**config.mk**
```make
export PLATFORM = sky130hd
export DESIGN_NAME = psf_front
export DESIGN_NICKNAME = d
export VERILOG_FILES = /design/src/sv/psf_pkg.sv /design/src/sv/psf_front.sv
export SDC_FILE = /design/constraint.sdc
export NUM_CORES = 1
export LEC_CHECK = 0
export ABC_CLOCK_PERIOD_IN_PS = 5850
export BUFFER_PORTS_ARGS = -buffer_cell sky130_fd_sc_hd__buf_2
export CAP_MARGIN = 10
export CORE_ASPECT_RATIO = 1.2
export CORE_UTILIZATION = 35
export DETAILED_ROUTE_END_ITERATION = 7
export GPL_ROUTABILITY_DRIVEN = 1
export GPL_TIMING_DRIVEN = 0
export MAX_ROUTING_LAYER = met4
export PLACE_DENSITY = 0.59
export SYNTH_ARGS = -nofsm -noshare
export SYNTH_HDL_FRONTEND = slang
export SYNTH_SLANG_ARGS = --single-unit
```
**constraint.sdc**
```tcl
create_clock -name clk -period 5.85 [get_ports clk]
set_clock_uncertainty 0.1 [all_clocks]
set_input_delay 1.17 -clock clk [delete_from_list [all_inputs] [get_ports clk]]
set_output_delay 1.17 -clock clk [all_outputs]
set_load 0.1 [all_outputs]
```
**src/sv/psf_pkg.sv**
```systemverilog
package psf_pkg;

	// request codes on req_type
	localparam logic [2:0] REQ_WRITE    = 3'd0;
	localparam logic [2:0] REQ_READ     = 3'd1;
	localparam logic [2:0] REQ_FADE_IN  = 3'd2;
	localparam logic [2:0] REQ_FADE_OUT = 3'd3;
	localparam logic [2:0] REQ_TICK     = 3'd4;

	// palette select codes
	localparam logic [1:0] PAL_WORK   = 2'd0;
	localparam logic [1:0] PAL_TARGET = 2'd1;
	localparam logic [1:0] PAL_SECOND = 2'd2;

	// configuration register indexes
	localparam logic CFG_START_COLOR = 1'b0;
	localparam logic CFG_LAST_OFFSET = 1'b1;

	localparam logic [7:0] STEP_SIZE    = 8'd32;
	localparam logic [4:0] LAST_TICK    = 5'd21;
	localparam logic [6:0] DEFAULT_LAST = 7'd63;

	// queue depths
	localparam int CQ_DEPTH = 4;
	localparam int OQ_DEPTH = 2;

	typedef enum logic [2:0] {
		OP_WRITE,
		OP_READ,
		OP_FADE_IN,
		OP_FADE_OUT,
		OP_TICK,
		OP_NOP
	} op_t;

	typedef enum logic [1:0] {
		MODE_NONE = 2'd0,
		MODE_IN   = 2'd1,
		MODE_OUT  = 2'd2
	} mode_t;

	typedef enum logic [2:0] {
		ST_IDLE,
		ST_RDATA,
		ST_CLEAR,
		ST_SWEEP,
		ST_FINISH
	} state_t;

	typedef struct packed {
		logic [7:0] r;
		logic [7:0] g;
		logic [7:0] b;
	} rgb_t;

	// decoded word passed from front to back
	typedef struct packed {
		op_t        op;
		logic [1:0] sel;
		logic [7:0] idx;
		rgb_t       rgb;
	} cmd_t;

	typedef struct packed {
		rgb_t  rgb;
		logic  done;
		mode_t mode;
	} res_t;

	// one fade-in step: blue, then green, then red, only while below target
	function automatic rgb_t step_in(input rgb_t d, input rgb_t t);
		rgb_t o;
		o = d;
		if (t.b > d.b) begin
			o.b = d.b + STEP_SIZE;
		end else if (t.g > d.g) begin
			o.g = d.g + STEP_SIZE;
		end else if (t.r > d.r) begin
			o.r = d.r + STEP_SIZE;
		end
		return o;
	endfunction

	// one fade-out step on the first nonzero channel: red, green, blue
	function automatic rgb_t step_out(input rgb_t d);
		rgb_t o;
		o = d;
		if (d.r != 8'd0) begin
			o.r = d.r - STEP_SIZE;
		end else if (d.g != 8'd0) begin
			o.g = d.g - STEP_SIZE;
		end else if (d.b != 8'd0) begin
			o.b = d.b - STEP_SIZE;
		end
		return o;
	endfunction

endpackage

```
**src/sv/psf_front.sv**
```systemverilog
module psf_front import psf_pkg::*; #(
	parameter int PALETTE_ENTRIES = 256
) (
	input  logic       clk,
	input  logic       arst_n,
	input  logic       push,
	output logic       full,
	input  logic [2:0] req_type,
	input  logic [1:0] palette_sel,
	input  logic [7:0] entry_index,
	input  logic [7:0] red_in,
	input  logic [7:0] green_in,
	input  logic [7:0] blue_in,
	output logic       cmd_valid,
	output cmd_t       cmd,
	input  logic       cmd_pop
);

	localparam int CQ_PTR_W = $clog2(CQ_DEPTH);
	localparam logic [8:0] N_EXT = 9'(PALETTE_ENTRIES);

	cmd_t                cq_mem [CQ_DEPTH];
	logic [CQ_PTR_W-1:0] wr_q;
	logic [CQ_PTR_W-1:0] rd_q;
	logic [CQ_PTR_W:0]   cnt_q;
	cmd_t                cmd_in;
	logic                do_push;

	// entry index modulo the palette size
	function automatic logic [7:0] wrap_idx(input logic [7:0] n);
		logic [8:0] v;
		v = {1'b0, n};
		for (int k = 0; k < 3; k++) begin
			if (v >= N_EXT) begin
				v = v - N_EXT;
			end
		end
		return v[7:0];
	endfunction

	// classify the incoming word
	always_comb begin
		cmd_in.sel = palette_sel;
		cmd_in.idx = wrap_idx(entry_index);
		cmd_in.rgb = '{r: red_in, g: green_in, b: blue_in};
		unique case (req_type)
			REQ_WRITE:    cmd_in.op = OP_WRITE;
			REQ_READ:     cmd_in.op = OP_READ;
			REQ_FADE_IN:  cmd_in.op = OP_FADE_IN;
			REQ_FADE_OUT: cmd_in.op = OP_FADE_OUT;
			REQ_TICK:     cmd_in.op = OP_TICK;
			default:      cmd_in.op = OP_NOP;
		endcase
	end

	assign full      = (cnt_q == (CQ_PTR_W+1)'(CQ_DEPTH));
	assign do_push   = push && !full;
	assign cmd_valid = (cnt_q != '0);
	assign cmd       = cq_mem[rd_q];

	// command queue pointers
	always_ff @(posedge clk or negedge arst_n) begin
		if (!arst_n) begin
			wr_q  <= '0;
			rd_q  <= '0;
			cnt_q <= '0;
		end else begin
			if (do_push) begin
				wr_q <= wr_q + 1'b1;
			end
			if (cmd_pop) begin
				rd_q <= rd_q + 1'b1;
			end
			case ({do_push, cmd_pop})
				2'b10:   cnt_q <= cnt_q + 1'b1;
				2'b01:   cnt_q <= cnt_q - 1'b1;
				default: cnt_q <= cnt_q;
			endcase
		end
	end

	// command queue storage
	always_ff @(posedge clk) begin
		if (do_push) begin
			cq_mem[wr_q] <= cmd_in;
		end
	end

endmodule

```
==> impl_results.md, run 1 <==
* CTS Buf Count at 17
* Synth Instances at 229
* Combined area of all synthesized cells at 5760 sq um
* Hold Path Stages at 1
* Post-cts resize count at 0
* Gr usage total at 13.7%
* R2R Path Start: cnt_q[2]$_DFFE_PN0P_
* Final setup vio count at 0
* Max-cap violations at 0
* Vias in the first global route at 2813
* Main area contributors after synthesis: edfxtp_1 77%, mux4_2 14%, dfrtp_1 3.0%, ha_1 1.1%, xnor2_1 0.61%
* WS Path Type: reg -> out
* Flop-to-flop setup slack at 3740 ps
* Nature of the critical path endpoint: primary output
* Data required, critical path at 4580 ps
* Max Root-Sink Buffers at 2
* # IOs at 80
* DR WL/cell at 18.4 um
* Clk Latency, worst-skew pair at 410 ps
* Hold Crit Class: reg -> reg
* Final Hold Viols at 0
* RR Endpoint: cnt_q[2]$_DFFE_PN0P_
* Slew Limit Fails at 0
* Worst R2R Path Depth at 8
* Ys Warns at 0
* Drt via density at 4.68
* EDFF count, synth at 148
* Final Cycle Share at 57.6%
* 1st-iter DRT viols at 91
* DR vias at 2601
* TritonCTS clock tree: yes
* HPWL Detailed at 6450 um
* Pin count of the biggest net entering global routing at 26
* Postcts setup bufs at 0
* Initial core utilization at 35.7%
* # rows at 51
* Post-Route WL at 10200 um
* Yosys cell types at 21
* Nets at 378
* Diodes inserted at 0
* Max transition margin at 56.4%
* Post-DRT Antenna Nets at 0
* Die ar. at 17000 sq um
* Async set-reset flop share out of synthesis at 4.52%
* Fmax at 297 MHz
* Die Span Y at 142 um
* Clk root buf: clkbuf_16
* Worst Setup SP: rd_q[1]$_DFFE_PN0P_
* DRC at 0
* WP data arrival at 2100 ps
* Die Wd at 119 um
* CP max FO at 10
* Worst setup path end: cmd[24]
* Routability cong. at 0.626
* Fillers at 1397
* Top cell type's share of synthesized area at 77.2%
* Fin util at 43.8%
* Cell with the most instances after synthesis: edfxtp_1
* RSZ-0062 raised after global routing: no
* CTS Hold Bufs at 0
* Area delta synth->final at 22.9%
* Setup TNS Final at 0 ps
* Seq cells post-synth at 155
* Mapped Nets at 276
* Pre-antenna DRT Iters at 4
* First-pass GRT wire length at 16100 um
* Syn avg cell area at 25.1 sq um
* Initial antenna violation count at 0
* Area leader, netlist: edfxtp_1
* Core area at 16100 sq um
* Grt ovf at 0
* Crit path time final at 3370 ps
* H-tree depth at 4
* IO buf count at 79
* Outcome: complete, no violations
* Synth cell count leaders: 148 x edfxtp_1, 37 x mux4_2, 7 x dfrtp_1
* CTS sink count at 155
* Layout cells sized above 1 at 47.7%
* Worst slew pin tran at 654 ps
* Type of origin of the critical path: flop
* Clk slew on worst S/H paths at 60 ps
* Synth Flop Type: edfxtp_1
* Seq/Total Area, Yosys at 80.3%
per-layer routing:
layer | track usage [%] | vias up | routed length (um)
met2 | 22.9 | 58 | 5380
met3 | 3.85 | 11 | 416
met4 | 5.33 | 0 | 123
met5 | - | - | 0
li1 | - | 1168 | -
met1 | 15.5 | 1364 | 4320
state kept, by name (all words and copies together), names as in the netlist:
signal and cells:
cnt_q 3, cq_mem 148, rd_q 2, wr_q 2
how the worst min path moves through the flow:
stage | start | to
after global routing | cnt_q[2]$_DFFE_PN0P_ | cnt_q[2]$_DFFE_PN0P_
final | cnt_q[2]$_DFFE_PN0P_ | cnt_q[2]$_DFFE_PN0P_
after detailed placement | cnt_q[2]$_DFFE_PN0P_ | cnt_q[2]$_DFFE_PN0P_
after floorplan | cnt_q[2]$_DFFE_PN0P_ | cnt_q[2]$_DFFE_PN0P_
after global placement | cnt_q[2]$_DFFE_PN0P_ | cnt_q[2]$_DFFE_PN0P_
after CTS | cnt_q[2]$_DFFE_PN0P_ | cnt_q[2]$_DFFE_PN0P_
cells in the final DEF, fill, tap and decap left out:
master / instances
clkinv_4: 1
ha_1: 5
fa_1: 1
and2_2: 4
mux4_2: 37
clkinv_2: 1
nor2b_1: 1
bufinv_16: 2
buf_4: 2
xor2_1: 2
nor3b_2: 1
or3_1: 1
inv_6: 3
xnor2_1: 4
clkinvlp_4: 5
dfrtp_1: 7
buf_12: 4
buf_6: 2
clkinv_1: 2
clkbuf_1: 3
edfxtp_1: 148
nor2_1: 1
buf_2: 82
a21o_1: 1
clkbuf_16: 17
inv_1: 3
nand2_1: 1
nor2b_2: 1
mux2_2: 2
layout make-up:
type / count / area, sq um / share of cell area, %
buffer: 9 / 60.1 / 0.849
tap: 212 / 265 / 3.75
multi-input combinational: 62 / 1070 / 15.1
timing repair buffer: 83 / 475 / 6.72
inverter: 3 / 11.3 / 0.159
sequential: 155 / 4620 / 65.3
clock buffer: 18 / 429 / 6.07
clock inverter: 14 / 145 / 2.05
critical path: stages (launching register included):
cell     delay (ps)
dfrtp_1         340
buf_2           290
buf_2           370
mux4_2          260
buf_2           420
logic make-up (layout without fill, tap and decap cells):
kind of cell	after synthesis	count (layout)	synth area share (%)
XOR/XNOR	6	6	0.913
flip-flops	155	155	80.3
adder cells (fa/ha/maj)	6	6	1.43
multiplexers	39	39	14.9
buffers and inverters	12	127	1.24
AND/OR/NAND/NOR	10	10	1.15
AO/OA/AOI/OAI	1	1	0.130
metrics by stage:
stage / area, sq um / std cells / hold WS (ps) / worst slack, ps
final: 7080 / 556 / 393 / 2480
after global routing: 7080 / 556 / 417 / 2360
after CTS: 7080 / 556 / 396 / 2430
after detailed placement: 6500 / 524 / 386 / 2900
after global placement: 6420 / 520 / 378 / 2080
after floorplan: 5760 / 229 / 345 / 2790
Power of run 1 is left out: the tool's default activity adds up to more than one toggle a clock period on the data nets, which glitch-free logic cannot reach.
==> inputs of run 2 (changes only) <==
--- a/config.mk
+++ b/config.mk
@@ -5,7 +5,7 @@
 export SDC_FILE = /design/constraint.sdc
 export NUM_CORES = 1
 export LEC_CHECK = 0
-export ABC_CLOCK_PERIOD_IN_PS = 5850
+export ABC_CLOCK_PERIOD_IN_PS = 3100
 export BUFFER_PORTS_ARGS = -buffer_cell sky130_fd_sc_hd__buf_2
 export CAP_MARGIN = 10
 export CORE_ASPECT_RATIO = 1.2
==> constraint.sdc (replaced) <==
create_clock -name clk -period 3.1 [get_ports clk]
set_clock_uncertainty 0.1 [all_clocks]
set_input_delay 0.62 -clock clk [delete_from_list [all_inputs] [get_ports clk]]
set_output_delay 0.62 -clock clk [all_outputs]
set_load 0.1 [all_outputs]
==> impl_results.md, run 2 (synthesis gave the netlist of run 1 again) <==
* Fmax at 356 MHz
* Biggest regs: cq_mem: 148 flops, cnt_q: 3 flops
* 1st-iter DRT viols at 95 (+4.4%)
* First-pass GRT wire length at 16100 um (+0.17%)
* H-tree depth at 4 (unchanged)
* Final Cycle Share at 90.5%
* Gr usage total at 13.7% (+0.018 points)
* Outcome: complete, no violations
* WP data arrival at 2090 ps (about the same)
* DR vias at 2608 (+0.27%)
* Fin util at 43.9% (+0.062 points)
* Diodes inserted at 0 (unchanged)
* Die ar. at 17000 sq um (unchanged)
* Vias in the first global route at 2818 (+0.18%)
* DR WL/cell at 18.3 um (-0.36%)
* Clk root buf: clkbuf_16
* Postcts setup bufs at 0 (unchanged)
* Multi-input logic area at 1070 sq um (unchanged)
* Clk Latency, worst-skew pair at 410 ps (about the same)
* Die Span Y at 142 um (unchanged)
* Final Hold Viols at 0 (unchanged)
* Crit-path most repeated cell: buf_2
* Layout cells sized above 1 at 47.5% (-0.14 points)
* # rows at 51 (unchanged)
* Type of origin of the critical path: flop
* Max-cap violations at 0 (unchanged)
* Crit path largest cell delay at 420 ps (about the same)
* Worst slew pin tran at 655 ps (+1.45 ps)
* HPWL Detailed at 6450 um (unchanged)
* CP max FO at 10 (unchanged)
* Initial core utilization at 35.7% (unchanged)
* Hold Crit Class: in -> reg
* CTS sink count at 155 (unchanged)
* Post-DRT Antenna Nets at 0 (unchanged)
* CTS Buf Count at 17 (unchanged)
* Die Wd at 119 um (unchanged)
* Biggest register: cq_mem
* Slew Limit Fails at 0 (unchanged)
* Crit path time final at 2810 ps
* Max reg flops at 148 (unchanged)
* Most frequent cells in the layout: 148 x edfxtp_1, 82 x buf_2, 37 x mux4_2, 17 x clkbuf_16, 7 x dfrtp_1
* Critical-path top delay cell: buf_2
* Final setup vio count at 0 (unchanged)
* DRC at 0 (unchanged)
* Area delta synth->final at 23.1%
* Nature of the critical path endpoint: primary output
* Pin count of the biggest net entering global routing at 26 (unchanged)
* Nets at 379 (+0.26%)
* Drt via density at 4.68 (about the same)
* Pre-antenna DRT Iters at 4 (unchanged)
* RSZ-0062 raised after global routing: no
* Data required, critical path at 2380 ps (-2200 ps)
* Critical Path, Cell by Cell: buf_2, buf_2, mux4_2, buf_2
* Clk slew on worst S/H paths at 60 ps (about the same)
* Max transition margin at 56.3% (-0.096 points)
* Max Root-Sink Buffers at 2 (unchanged)
* Fillers at 1396 (-0.072%)
* Initial antenna violation count at 0 (unchanged)
* Grt ovf at 0 (unchanged)
* Routability cong. at 0.626 (unchanged)
* Post-Route WL at 10200 um (-0.19%)
* IO buf count at 79 (unchanged)
* WS Path Type: reg -> out
* TritonCTS clock tree: yes
* Post-cts resize count at 0 (unchanged)
* Commonest non-fill, non-tap cell in the layout: edfxtp_1
* Seq. cell area at 4620 sq um (unchanged)
* Core area at 16100 sq um (unchanged)
* # IOs at 80 (unchanged)
[run 2: metal layers]
metal / up-vias / wire length [um] / track usage, % / part of all wire (%)
met1: 1372 / 4280 / 15.5 / 42
met3: 11 / 377 / 3.85 / 3.7
met4: 0 / 123 / 5.33 / 1.2
met5: - / 0 / - / 0
li1: 1170 / - / - / -
met2: 55 / 5440 / 22.9 / 53
[run 2: cell type report]
type / count / share of cell area, %
tap: 212 / 3.74
timing repair buffer: 84 / 6.85
multi-input combinational: 62 / 15.1
clock inverter: 14 / 2.05
inverter: 3 / 0.159
clock buffer: 18 / 6.06
sequential: 155 / 65.2
buffer: 9 / 0.848
[run 2: worst max-delay path: cells and delay by family, from the launching register on]
kind	cells	cell delay (ps)
buffers and inverters	3	1070
flip-flops	1	340
multiplexers	1	260
[run 2: final timing paths]
| path | startpoint | endpoint | slack [ps] | cells after the start |
|---|---|---|---|---|
| max reg2reg | cnt_q[2]$_DFFE_PN0P_ | cnt_q[2]$_DFFE_PN0P_ | 990 | 8 |
| min reg2reg | cnt_q[2]$_DFFE_PN0P_ | cnt_q[2]$_DFFE_PN0P_ | 390 | 1 |
| min in group asynchronous | arst_n | cnt_q[0]$_DFFE_PN0P_ | 470 | 2 |
| min | green_in[0] | cq_mem[3][8]$_DFFE_PP_ | 320 | 1 |
| max | rd_q[1]$_DFFE_PN0P_ | cmd[24] | 290 | 4 |
| max in group asynchronous | arst_n | wr_q[1]$_DFFE_PN0P_ | 2260 | 2 |
[run 2: through the flow]
stage               hold slack (ps)  std cells  setup WS (ps)  TNS, ps  cell area, sq um
global route                    301        557            161        0              7090
global placement                365        520           -121   -16720              6420
floorplan                       224        229           39.9        0              5760
finish                          322        557            294        0              7090
detailed placement              371        524            696        0              6500
CTS                             301        557            230        0              7090
[run 2: timing repair]
action,in CTS,in global routing
hold buffers,1,0
hold endpoints to repair,7,0
endpoints found under the setup margin,0,0
Power of run 2 is left out for the same reason.
